### config.mk
export PLATFORM = sky130hd
export DESIGN_NAME = rle_tile_row_decoder
export DESIGN_NICKNAME = d
export VERILOG_FILES = /design/src/rtrd_pkg.sv /design/src/rtrd_front.sv /design/src/rtrd_queue.sv /design/src/rtrd_back.sv /design/src/rle_tile_row_decoder.sv
export VERILOG_INCLUDE_DIRS = /design/src /design/src/src
export SDC_FILE = /design/constraint.sdc
export NUM_CORES = 1
export LEC_CHECK = 0
export BUFFER_PORTS_ARGS = -buffer_cell sky130_fd_sc_hd__buf_2
export CAP_MARGIN = 20
export CORE_UTILIZATION = 40
export DETAILED_ROUTE_END_ITERATION = 10
export PLACE_DENSITY = 0.6
export SYNTH_ARGS = -nofsm -noshare
export SYNTH_HDL_FRONTEND = slang
export SYNTH_SLANG_ARGS = --single-unit
### constraint.sdc
create_clock -name clk -period 3.65 [get_ports clk]
set_input_delay 0.365 -clock clk [delete_from_list [all_inputs] [get_ports clk]]
set_output_delay 0.365 -clock clk [all_outputs]
set_load 0.01 [all_outputs]
### src/assert_macros.svh
// Assertion helpers, sampled on clk and disabled while rst_n is low.
`ifndef ASSERT_MACROS_SVH
`define ASSERT_MACROS_SVH

// Same-cycle implication.
`define ASSERT_IMPL(label, ante, cons) \
  label: assert property (@(posedge clk) disable iff (!rst_n) (ante) |-> (cons)) \
    else $error("implication check failed");

// Next-cycle implication.
`define ASSERT_NEXT(label, ante, cons) \
  label: assert property (@(posedge clk) disable iff (!rst_n) (ante) |=> (cons)) \
    else $error("next-cycle check failed");

`endif

### src/rtrd_pkg.sv
package rtrd_pkg;

  // config register indexes
  localparam logic [1:0] REG_ROW_WIDTH  = 2'd0;
  localparam logic [1:0] REG_ROW_COUNT  = 2'd1;
  localparam logic [1:0] REG_TABLE_LOW  = 2'd2;
  localparam logic [1:0] REG_TABLE_HIGH = 2'd3;

  localparam logic [8:0] SIZE_MIN = 9'd1;
  localparam logic [8:0] SIZE_MAX = 9'd256;

  localparam logic [3:0] RUN_LEN_BASE = 4'd2;
  localparam logic [3:0] LEN_ONE      = 4'd1;

  // queued work item: tile, tiles to emit, byte count tag
  typedef struct packed {
    logic [7:0]  tile;
    logic [3:0]  len;
    logic [15:0] bytes;
  } item_t;

endpackage

### src/rtrd_front.sv
module rtrd_front
  import rtrd_pkg::*;
(
  input  logic        clk,
  input  logic        rst_n,
  input  logic        in_valid,
  input  logic [7:0]  code_byte,
  input  logic        q_full,
  input  logic [63:0] table_low,
  input  logic [63:0] table_high,
  output logic        push,
  output item_t       item
);

  logic [15:0] byte_cnt_r, byte_cnt_nxt;
  logic [3:0]  idx;
  logic [63:0] word;

  assign push = in_valid && !q_full;

  always_comb begin
    idx  = code_byte[6:3];
    word = idx[3] ? table_high : table_low;
    item.bytes = byte_cnt_r + 16'd1;
    if (code_byte[7]) begin
      item.tile = word[{idx[2:0], 3'b000} +: 8];
      item.len  = {1'b0, code_byte[2:0]} + RUN_LEN_BASE;
    end else begin
      item.tile = code_byte;
      item.len  = LEN_ONE;
    end
  end

  // counts every accepted byte; bytes after map end are dropped downstream
  always_comb begin
    byte_cnt_nxt = byte_cnt_r;
    if (push) begin
      byte_cnt_nxt = byte_cnt_r + 16'd1;
    end
  end

  always_ff @(posedge clk) begin
    if (!rst_n) begin
      byte_cnt_r <= '0;
    end else begin
      byte_cnt_r <= byte_cnt_nxt;
    end
  end

endmodule

### src/rtrd_queue.sv
module rtrd_queue
  import rtrd_pkg::*;
(
  input  logic  clk,
  input  logic  rst_n,
  input  logic  push,
  input  item_t push_item,
  input  logic  pop,
  output logic  full,
  output logic  q_valid,
  output item_t q_item
);

  item_t      mem_r [2];
  logic       wr_ptr_r, wr_ptr_nxt;
  logic       rd_ptr_r, rd_ptr_nxt;
  logic [1:0] cnt_r, cnt_nxt;
  logic       do_pop;

  assign full    = (cnt_r == 2'd2);
  assign q_valid = (cnt_r != 2'd0);
  assign q_item  = mem_r[rd_ptr_r];
  assign do_pop  = pop && q_valid;

  always_comb begin
    wr_ptr_nxt = wr_ptr_r ^ push;
    rd_ptr_nxt = rd_ptr_r ^ do_pop;
    cnt_nxt    = cnt_r + {1'b0, push} - {1'b0, do_pop};
  end

  always_ff @(posedge clk) begin
    if (push) begin
      mem_r[wr_ptr_r] <= push_item;
    end
  end

  always_ff @(posedge clk) begin
    if (!rst_n) begin
      wr_ptr_r <= 1'b0;
      rd_ptr_r <= 1'b0;
      cnt_r    <= 2'd0;
    end else begin
      wr_ptr_r <= wr_ptr_nxt;
      rd_ptr_r <= rd_ptr_nxt;
      cnt_r    <= cnt_nxt;
    end
  end

endmodule

### src/rtrd_back.sv
module rtrd_back
  import rtrd_pkg::*;
(
  input  logic        clk,
  input  logic        rst_n,
  input  logic        q_valid,
  input  item_t       q_item,
  output logic        pop,
  input  logic [8:0]  width_eff,
  input  logic [8:0]  height_eff,
  output logic        out_valid,
  input  logic        out_stall,
  output logic [7:0]  tile_value,
  output logic [7:0]  column,
  output logic [7:0]  row_index,
  output logic        last_of_run,
  output logic        row_end,
  output logic        map_done,
  output logic [15:0] bytes_used
);

  logic        busy_r, busy_nxt;
  logic [3:0]  rem_r, rem_nxt;
  logic [7:0]  tile_r, tile_nxt;
  logic [15:0] bytes_r, bytes_nxt;
  logic [8:0]  col_r, col_nxt;
  logic [8:0]  row_r, row_nxt;
  logic        fin_r, fin_nxt;
  logic        ov_r, ov_nxt;

  logic [7:0]  o_tile_r, o_col_r, o_row_r;
  logic        o_last_r, o_rend_r, o_done_r;
  logic [15:0] o_bytes_r;

  logic        emit, rend, done, last;
  logic [9:0]  col_inc, row_inc;

  assign pop  = !busy_r;
  assign emit = busy_r && (!ov_r || !out_stall);

  always_comb begin
    col_inc = {1'b0, col_r} + 10'd1;
    row_inc = {1'b0, row_r} + 10'd1;
    rend    = col_inc >= {1'b0, width_eff};
    done    = rend && (row_inc >= {1'b0, height_eff});
    last    = (rem_r == LEN_ONE) || rend;
  end

  always_comb begin
    busy_nxt  = busy_r;
    rem_nxt   = rem_r;
    tile_nxt  = tile_r;
    bytes_nxt = bytes_r;
    col_nxt   = col_r;
    row_nxt   = row_r;
    fin_nxt   = fin_r;
    ov_nxt    = ov_r && out_stall;
    if (emit) begin
      ov_nxt   = 1'b1;
      rem_nxt  = rem_r - 4'd1;
      busy_nxt = !last;
      if (rend) begin
        col_nxt = '0;
        row_nxt = row_inc[8:0];
        if (done) begin
          fin_nxt = 1'b1;
        end
      end else begin
        col_nxt = col_inc[8:0];
      end
    end else if (!busy_r && q_valid && !fin_r) begin
      // items popped after map end are discarded
      busy_nxt  = 1'b1;
      rem_nxt   = q_item.len;
      tile_nxt  = q_item.tile;
      bytes_nxt = q_item.bytes;
    end
  end

  always_ff @(posedge clk) begin
    if (!rst_n) begin
      busy_r <= 1'b0;
      rem_r  <= '0;
      col_r  <= '0;
      row_r  <= '0;
      fin_r  <= 1'b0;
      ov_r   <= 1'b0;
    end else begin
      busy_r <= busy_nxt;
      rem_r  <= rem_nxt;
      col_r  <= col_nxt;
      row_r  <= row_nxt;
      fin_r  <= fin_nxt;
      ov_r   <= ov_nxt;
    end
  end

  always_ff @(posedge clk) begin
    tile_r  <= tile_nxt;
    bytes_r <= bytes_nxt;
    if (emit) begin
      o_tile_r  <= tile_r;
      o_col_r   <= col_r[7:0];
      o_row_r   <= row_r[7:0];
      o_last_r  <= last;
      o_rend_r  <= rend;
      o_done_r  <= done;
      o_bytes_r <= bytes_r;
    end
  end

  assign out_valid   = ov_r;
  assign tile_value  = o_tile_r;
  assign column      = o_col_r;
  assign row_index   = o_row_r;
  assign last_of_run = o_last_r;
  assign row_end     = o_rend_r;
  assign map_done    = o_done_r;
  assign bytes_used  = o_bytes_r;

endmodule

### src/rle_tile_row_decoder.sv
// Run-length tile map decoder.
// Input channel (in_valid / in_stall / in_code_byte): one code byte per item.
//   A byte below 0x80 is a literal tile; a run byte picks one of 16 table
//   tiles and repeats it 2 to 9 times, cut off at the end of its row.
// Output channel (out_valid / out_stall / out_*): one tile per item with its
//   column, row, last-of-run, row-end and map-done flags and the byte count.
// Config channel (cfg_valid / cfg_ready / cfg_index / cfg_data): row width,
//   row count and the two halves of the run table; write only while idle.
//   cfg_ready is always high.
// Throughput: while the output is not stalled the back end emits one tile per
//   cycle, with a load step before each byte; a two-entry queue in front
//   lets bytes keep arriving while a run is drained.
// Reset (synchronous, rst_n low): counters, map-done flag and queue clear;
//   size registers go to 1, the run table to zero.
// Output stall holds the output register; the back end stops, the queue
//   fills and in_stall rises. Bytes after map done are taken and dropped.
`include "assert_macros.svh"

module rle_tile_row_decoder
  import rtrd_pkg::*;
(
  input  logic        clk,
  input  logic        rst_n,
  input  logic        in_valid,
  output logic        in_stall,
  input  logic [7:0]  in_code_byte,
  output logic        out_valid,
  input  logic        out_stall,
  output logic [7:0]  out_tile_value,
  output logic [7:0]  out_column,
  output logic [7:0]  out_row_index,
  output logic        out_last_of_run,
  output logic        out_row_end,
  output logic        out_map_done,
  output logic [15:0] out_bytes_used,
  input  logic        cfg_valid,
  output logic        cfg_ready,
  input  logic [1:0]  cfg_index,
  input  logic [63:0] cfg_data
);

  logic [8:0]  row_width_r, row_count_r;
  logic [63:0] table_low_r, table_high_r;
  logic [8:0]  width_eff, height_eff;

  logic  q_full, push, pop, q_valid;
  item_t push_item, q_item;

  assign cfg_ready = 1'b1;

  always_ff @(posedge clk) begin
    if (!rst_n) begin
      row_width_r  <= SIZE_MIN;
      row_count_r  <= SIZE_MIN;
      table_low_r  <= '0;
      table_high_r <= '0;
    end else if (cfg_valid && cfg_ready) begin
      case (cfg_index)
        REG_ROW_WIDTH:  row_width_r  <= cfg_data[8:0];
        REG_ROW_COUNT:  row_count_r  <= cfg_data[8:0];
        REG_TABLE_LOW:  table_low_r  <= cfg_data;
        REG_TABLE_HIGH: table_high_r <= cfg_data;
        default: ;
      endcase
    end
  end

  // zero reads as one, anything past 256 as 256
  always_comb begin
    width_eff = row_width_r;
    if (row_width_r == '0) begin
      width_eff = SIZE_MIN;
    end else if (row_width_r > SIZE_MAX) begin
      width_eff = SIZE_MAX;
    end
    height_eff = row_count_r;
    if (row_count_r == '0) begin
      height_eff = SIZE_MIN;
    end else if (row_count_r > SIZE_MAX) begin
      height_eff = SIZE_MAX;
    end
  end

  assign in_stall = q_full;

  rtrd_front u_front (
    .clk        (clk),
    .rst_n      (rst_n),
    .in_valid   (in_valid),
    .code_byte  (in_code_byte),
    .q_full     (q_full),
    .table_low  (table_low_r),
    .table_high (table_high_r),
    .push       (push),
    .item       (push_item)
  );

  rtrd_queue u_queue (
    .clk       (clk),
    .rst_n     (rst_n),
    .push      (push),
    .push_item (push_item),
    .pop       (pop),
    .full      (q_full),
    .q_valid   (q_valid),
    .q_item    (q_item)
  );

  rtrd_back u_back (
    .clk         (clk),
    .rst_n       (rst_n),
    .q_valid     (q_valid),
    .q_item      (q_item),
    .pop         (pop),
    .width_eff   (width_eff),
    .height_eff  (height_eff),
    .out_valid   (out_valid),
    .out_stall   (out_stall),
    .tile_value  (out_tile_value),
    .column      (out_column),
    .row_index   (out_row_index),
    .last_of_run (out_last_of_run),
    .row_end     (out_row_end),
    .map_done    (out_map_done),
    .bytes_used  (out_bytes_used)
  );

  // a row end always closes the run
  `ASSERT_IMPL(a_rend_last, out_valid && out_row_end, out_last_of_run)
  // map done only on a row end
  `ASSERT_IMPL(a_done_rend, out_valid && out_map_done, out_row_end)
  // nothing follows the final tile once it is taken
  `ASSERT_NEXT(a_done_quiet, out_valid && !out_stall && out_map_done, !out_valid)

endmodule
==> flow_metrics.env <==
export IMPL_status="finished, final reports clean"
export IMPL_drc_errors=0
export IMPL_fillers=3059
export IMPL_ys_seq_area_share_pct=57.13
export IMPL_max_stage_delay_ns=0.50
export IMPL_antenna_found_initial=6
export IMPL_critPathCaptureType="flip-flop"
export IMPL_crit_type="reg2reg"
export IMPL_io_pins=125
export IMPL_synth_edf_count=123
export IMPL_dr_pass1_iters=5
export IMPL_min_delay_start="cfg_data[27]"
export IMPL_core_area_um2=32450
export IMPL_port_buffers=123
export IMPL_tightest_slew_ns=0.9280
export IMPL_viasPerCell=5.002
export IMPL_max_freq_mhz=341.8
export IMPL_maxCapViolations=0
export IMPL_root_buffer="clkbuf_16"
export IMPL_ys_async_sr_fraction_pct=0
export IMPL_dieArea_um2=33710
export IMPL_die_h_um=183.6
export IMPL_avgSynthCellArea_um2=10.47
export IMPL_rrSetupSlack_ns=0.72
export IMPL_min_delay_path_depth=3
export IMPL_arrival_ns=3.13
export IMPL_ant_nets=0
export IMPL_cts_hold_buf=0
export IMPL_synthToLayoutAreaGrowth_pct=16.57
export IMPL_slowest_stage="dfxtp_1"
export IMPL_reg2reg_from="u_back.col_r[2]"
export IMPL_setup_tns_ns=0
export IMPL_clk_latency_ns=0.51
export IMPL_r2r_end="u_back.last_of_run"
export IMPL_post_cts_buffers=0
export IMPL_yosysWarnings=0
export IMPL_p_total_uw=9402
export IMPL_crit_path_start="u_back.col_r[2]"
export IMPL_reg2regPathDepth=9
export IMPL_die_w_um=183.6
export IMPL_slew_violations=0
export IMPL_grt_pass1_wl_um=46130
export IMPL_rows=66
export IMPL_grt_overflow=0
export IMPL_syn_inst=1260
export IMPL_critPathRequiredTime_ns=3.85
export IMPL_finClkSkew_ns=0.01274
export IMPL_drive_gt1_share_pct=19.11
export IMPL_wire_per_inst_um=15.48
export IMPL_num_vias=9184
export IMPL_clock_sinks=315
export IMPL_relSlewSlack_pct=38.13
export IMPL_ctsLongestPathBuffers=3
export IMPL_first_global_vias=8898
export IMPL_drt_first_iter_violations=511
export IMPL_setup_viol=0
export IMPL_holdPathEnd="table_high_r[27]"
export IMPL_clk_pin_slew_worst_paths_ns=0.06
export IMPL_synth_cell_type_count=49
export IMPL_p_leak_uw=0.005767
export IMPL_cpMostUsedCell="and3_1"
export IMPL_finalWeightedCongestion=0.7835
export IMPL_nNetsFinal=1472
export IMPL_initial_core_util_pct=40.65
export IMPL_finalCritPeriodShare_pct=80.16
export IMPL_place_hpwl_um=18680
export IMPL_ir_worst_vdd_v=0.0003431
export IMPL_cts_made_buffers=36
export IMPL_grt_max_degree=89
export IMPL_worstHoldPathType="in2reg"
export IMPL_mostFrequentLayoutCells="348 x nand2_1, 192 x dfxtp_1, 163 x a21oi_1, 123 x buf_2, 123 x edfxtp_1"
export IMPL_cts_tree="yes"
export IMPL_path_max_fanout=12
export IMPL_ys_ff_latch=315
export IMPL_hold_viol_final=0
export IMPL_cp_start_kind="flip-flop"
export IMPL_rsz0062_at_grt="no"
export IMPL_final_common_cell="nand2_1"
export IMPL_power_density_nw_per_um2=611.3
export IMPL_track_usage_pct=17.04
export IMPL_syn_cell_area_um2=13190
export IMPL_syn_num_nets=1367
export IMPL_wirelength_um=28430
export IMPL_synth_main_ff_cell="dfxtp_1"
export IMPL_h_tree_depth=2
export IMPL_cts_repair_resized=0
export IMPL_layout_min_cycle_time_ns=2.926
export IMPL_crit_chain="and3_1 > and3_1 > xor2_1 > ha_1 > a21o_1 > a21oi_1 > o311a_1 > buf_4 > nand3_1"
==> registers in the layout (all words and copies together) (netlist names), 9 cells and up, named ones only <==
signal	flops
row_count_r	9
row_width_r	9
table_high_r	64
table_low_r	64
u_back.bytes_r	16
u_back.bytes_used	16
u_back.col_r	9
u_back.row_r	9
u_front.byte_cnt_r	16
u_queue.mem_r	56
==> where the power goes <==
part | internal (µW) | switching [µW]
logic | 538 | 911
clock network | 2090 | 1370
registers | 4320 | 171
total | 6950 | 2450
==> worst max-delay path: cells and delay by family, from the launching register on <==
| family | cells | cell delay (ns) |
|---|---|---|
| AO/OA/AOI/OAI | 3 | 0.80 |
| AND/OR/NAND/NOR | 3 | 0.58 |
| flip-flops | 1 | 0.50 |
| adder cells (fa/ha/maj) | 1 | 0.27 |
| buffers and inverters | 1 | 0.26 |
| XOR/XNOR | 1 | 0.20 |
==> cells in the mapped netlist (6+ instances only) <==
| cell | n | share of area, % |
|---|---|---|
| edfxtp_1 | 123 | 28 |
| nor3_1 | 8 | 0.30 |
| mux2i_1 | 29 | 2.2 |
| xnor2_1 | 23 | 1.5 |
| a21oi_1 | 163 | 6.2 |
| nand4_1 | 6 | 0.28 |
| and2_1 | 18 | 0.85 |
| and3_1 | 9 | 0.43 |
| o21ai_0 | 8 | 0.30 |
| nand2_1 | 348 | 9.9 |
| nand3_1 | 26 | 0.99 |
| buf_2 | 11 | 0.42 |
| ha_1 | 28 | 2.7 |
| nor2_1 | 32 | 0.91 |
| inv_1 | 16 | 0.46 |
| mux4_2 | 28 | 4.8 |
| xor2_1 | 21 | 1.4 |
| dfxtp_1 | 192 | 29 |
| clkbuf_1 | 58 | 1.7 |
| a21boi_0 | 6 | 0.34 |
| nand2b_1 | 12 | 0.57 |
| mux2_2 | 31 | 2.6 |
==> area by class of cell <==
cell class | count | area [µm²] | area share [%]
Clock inverter | 7 | 43.79 | 0.2847
Multi-Input combinational cell | 848 | 5270 | 34.27
Inverter | 19 | 73.82 | 0.4800
Sequential cell | 315 | 7537 | 49.01
Timing Repair Buffer | 145 | 780.7 | 5.076
Antenna cell | 2 | 5.005 | 0.03254
Tap cell | 442 | 553.0 | 3.596
Clock buffer | 58 | 1116 | 7.257
==> worst max-delay path by stage <==
stage	end
3_5_place_dp	u_back.last_of_run
6_report	u_back.last_of_run
3_3_place_gp	u_back.last_of_run
2_1_floorplan	u_back.row_r[7]
5_1_grt	u_back.row_r[1]
4_1_cts	u_back.last_of_run
==> metal layers <==
metal | track usage [%] | routed length (µm) | vias to the layer above
li1 | - | - | 4582
met1 | 22.75 | 12950 | 4333
met2 | 27.15 | 13000 | 202
met3 | 4.160 | 1693 | 59
met4 | 5.400 | 740 | 8
met5 | 0 | 44 | -
==> through the flow <==
| step | cell area (µm²) | setup WS, ns | util (%) | hold slack, ns | instances |
|---|---|---|---|---|---|
| after floorplan | 13190 | 1.094 | - | 0.4003 | 1260 |
| after global placement | 14210 | 0.8331 | 43.80 | 0.4004 | 1769 |
| final | 15380 | 0.7240 | 47.39 | 0.09768 | 1836 |
| after CTS | 15370 | 0.7570 | 47.37 | 0.08439 | 1834 |
| after detailed placement | 14210 | 0.7806 | 43.80 | 0.4045 | 1769 |
| after global routing | 15370 | 0.5794 | 47.37 | 0.09049 | 1834 |
==> kinds of logic (layout without fill, tap and decap cells) <==
logic type	count (synthesis)	after routing	synth area share (%)
simple gates	481	481	15.43
flops	315	315	57.13
compound gates	201	201	8.231
buf+inv	97	229	2.987
mux	93	93	10.62
xor+xnor	44	44	2.921
fa+ha+maj	28	28	2.655
other cells	1	3	0.02842
Note: power is estimated with default switching activity, not from simulation.
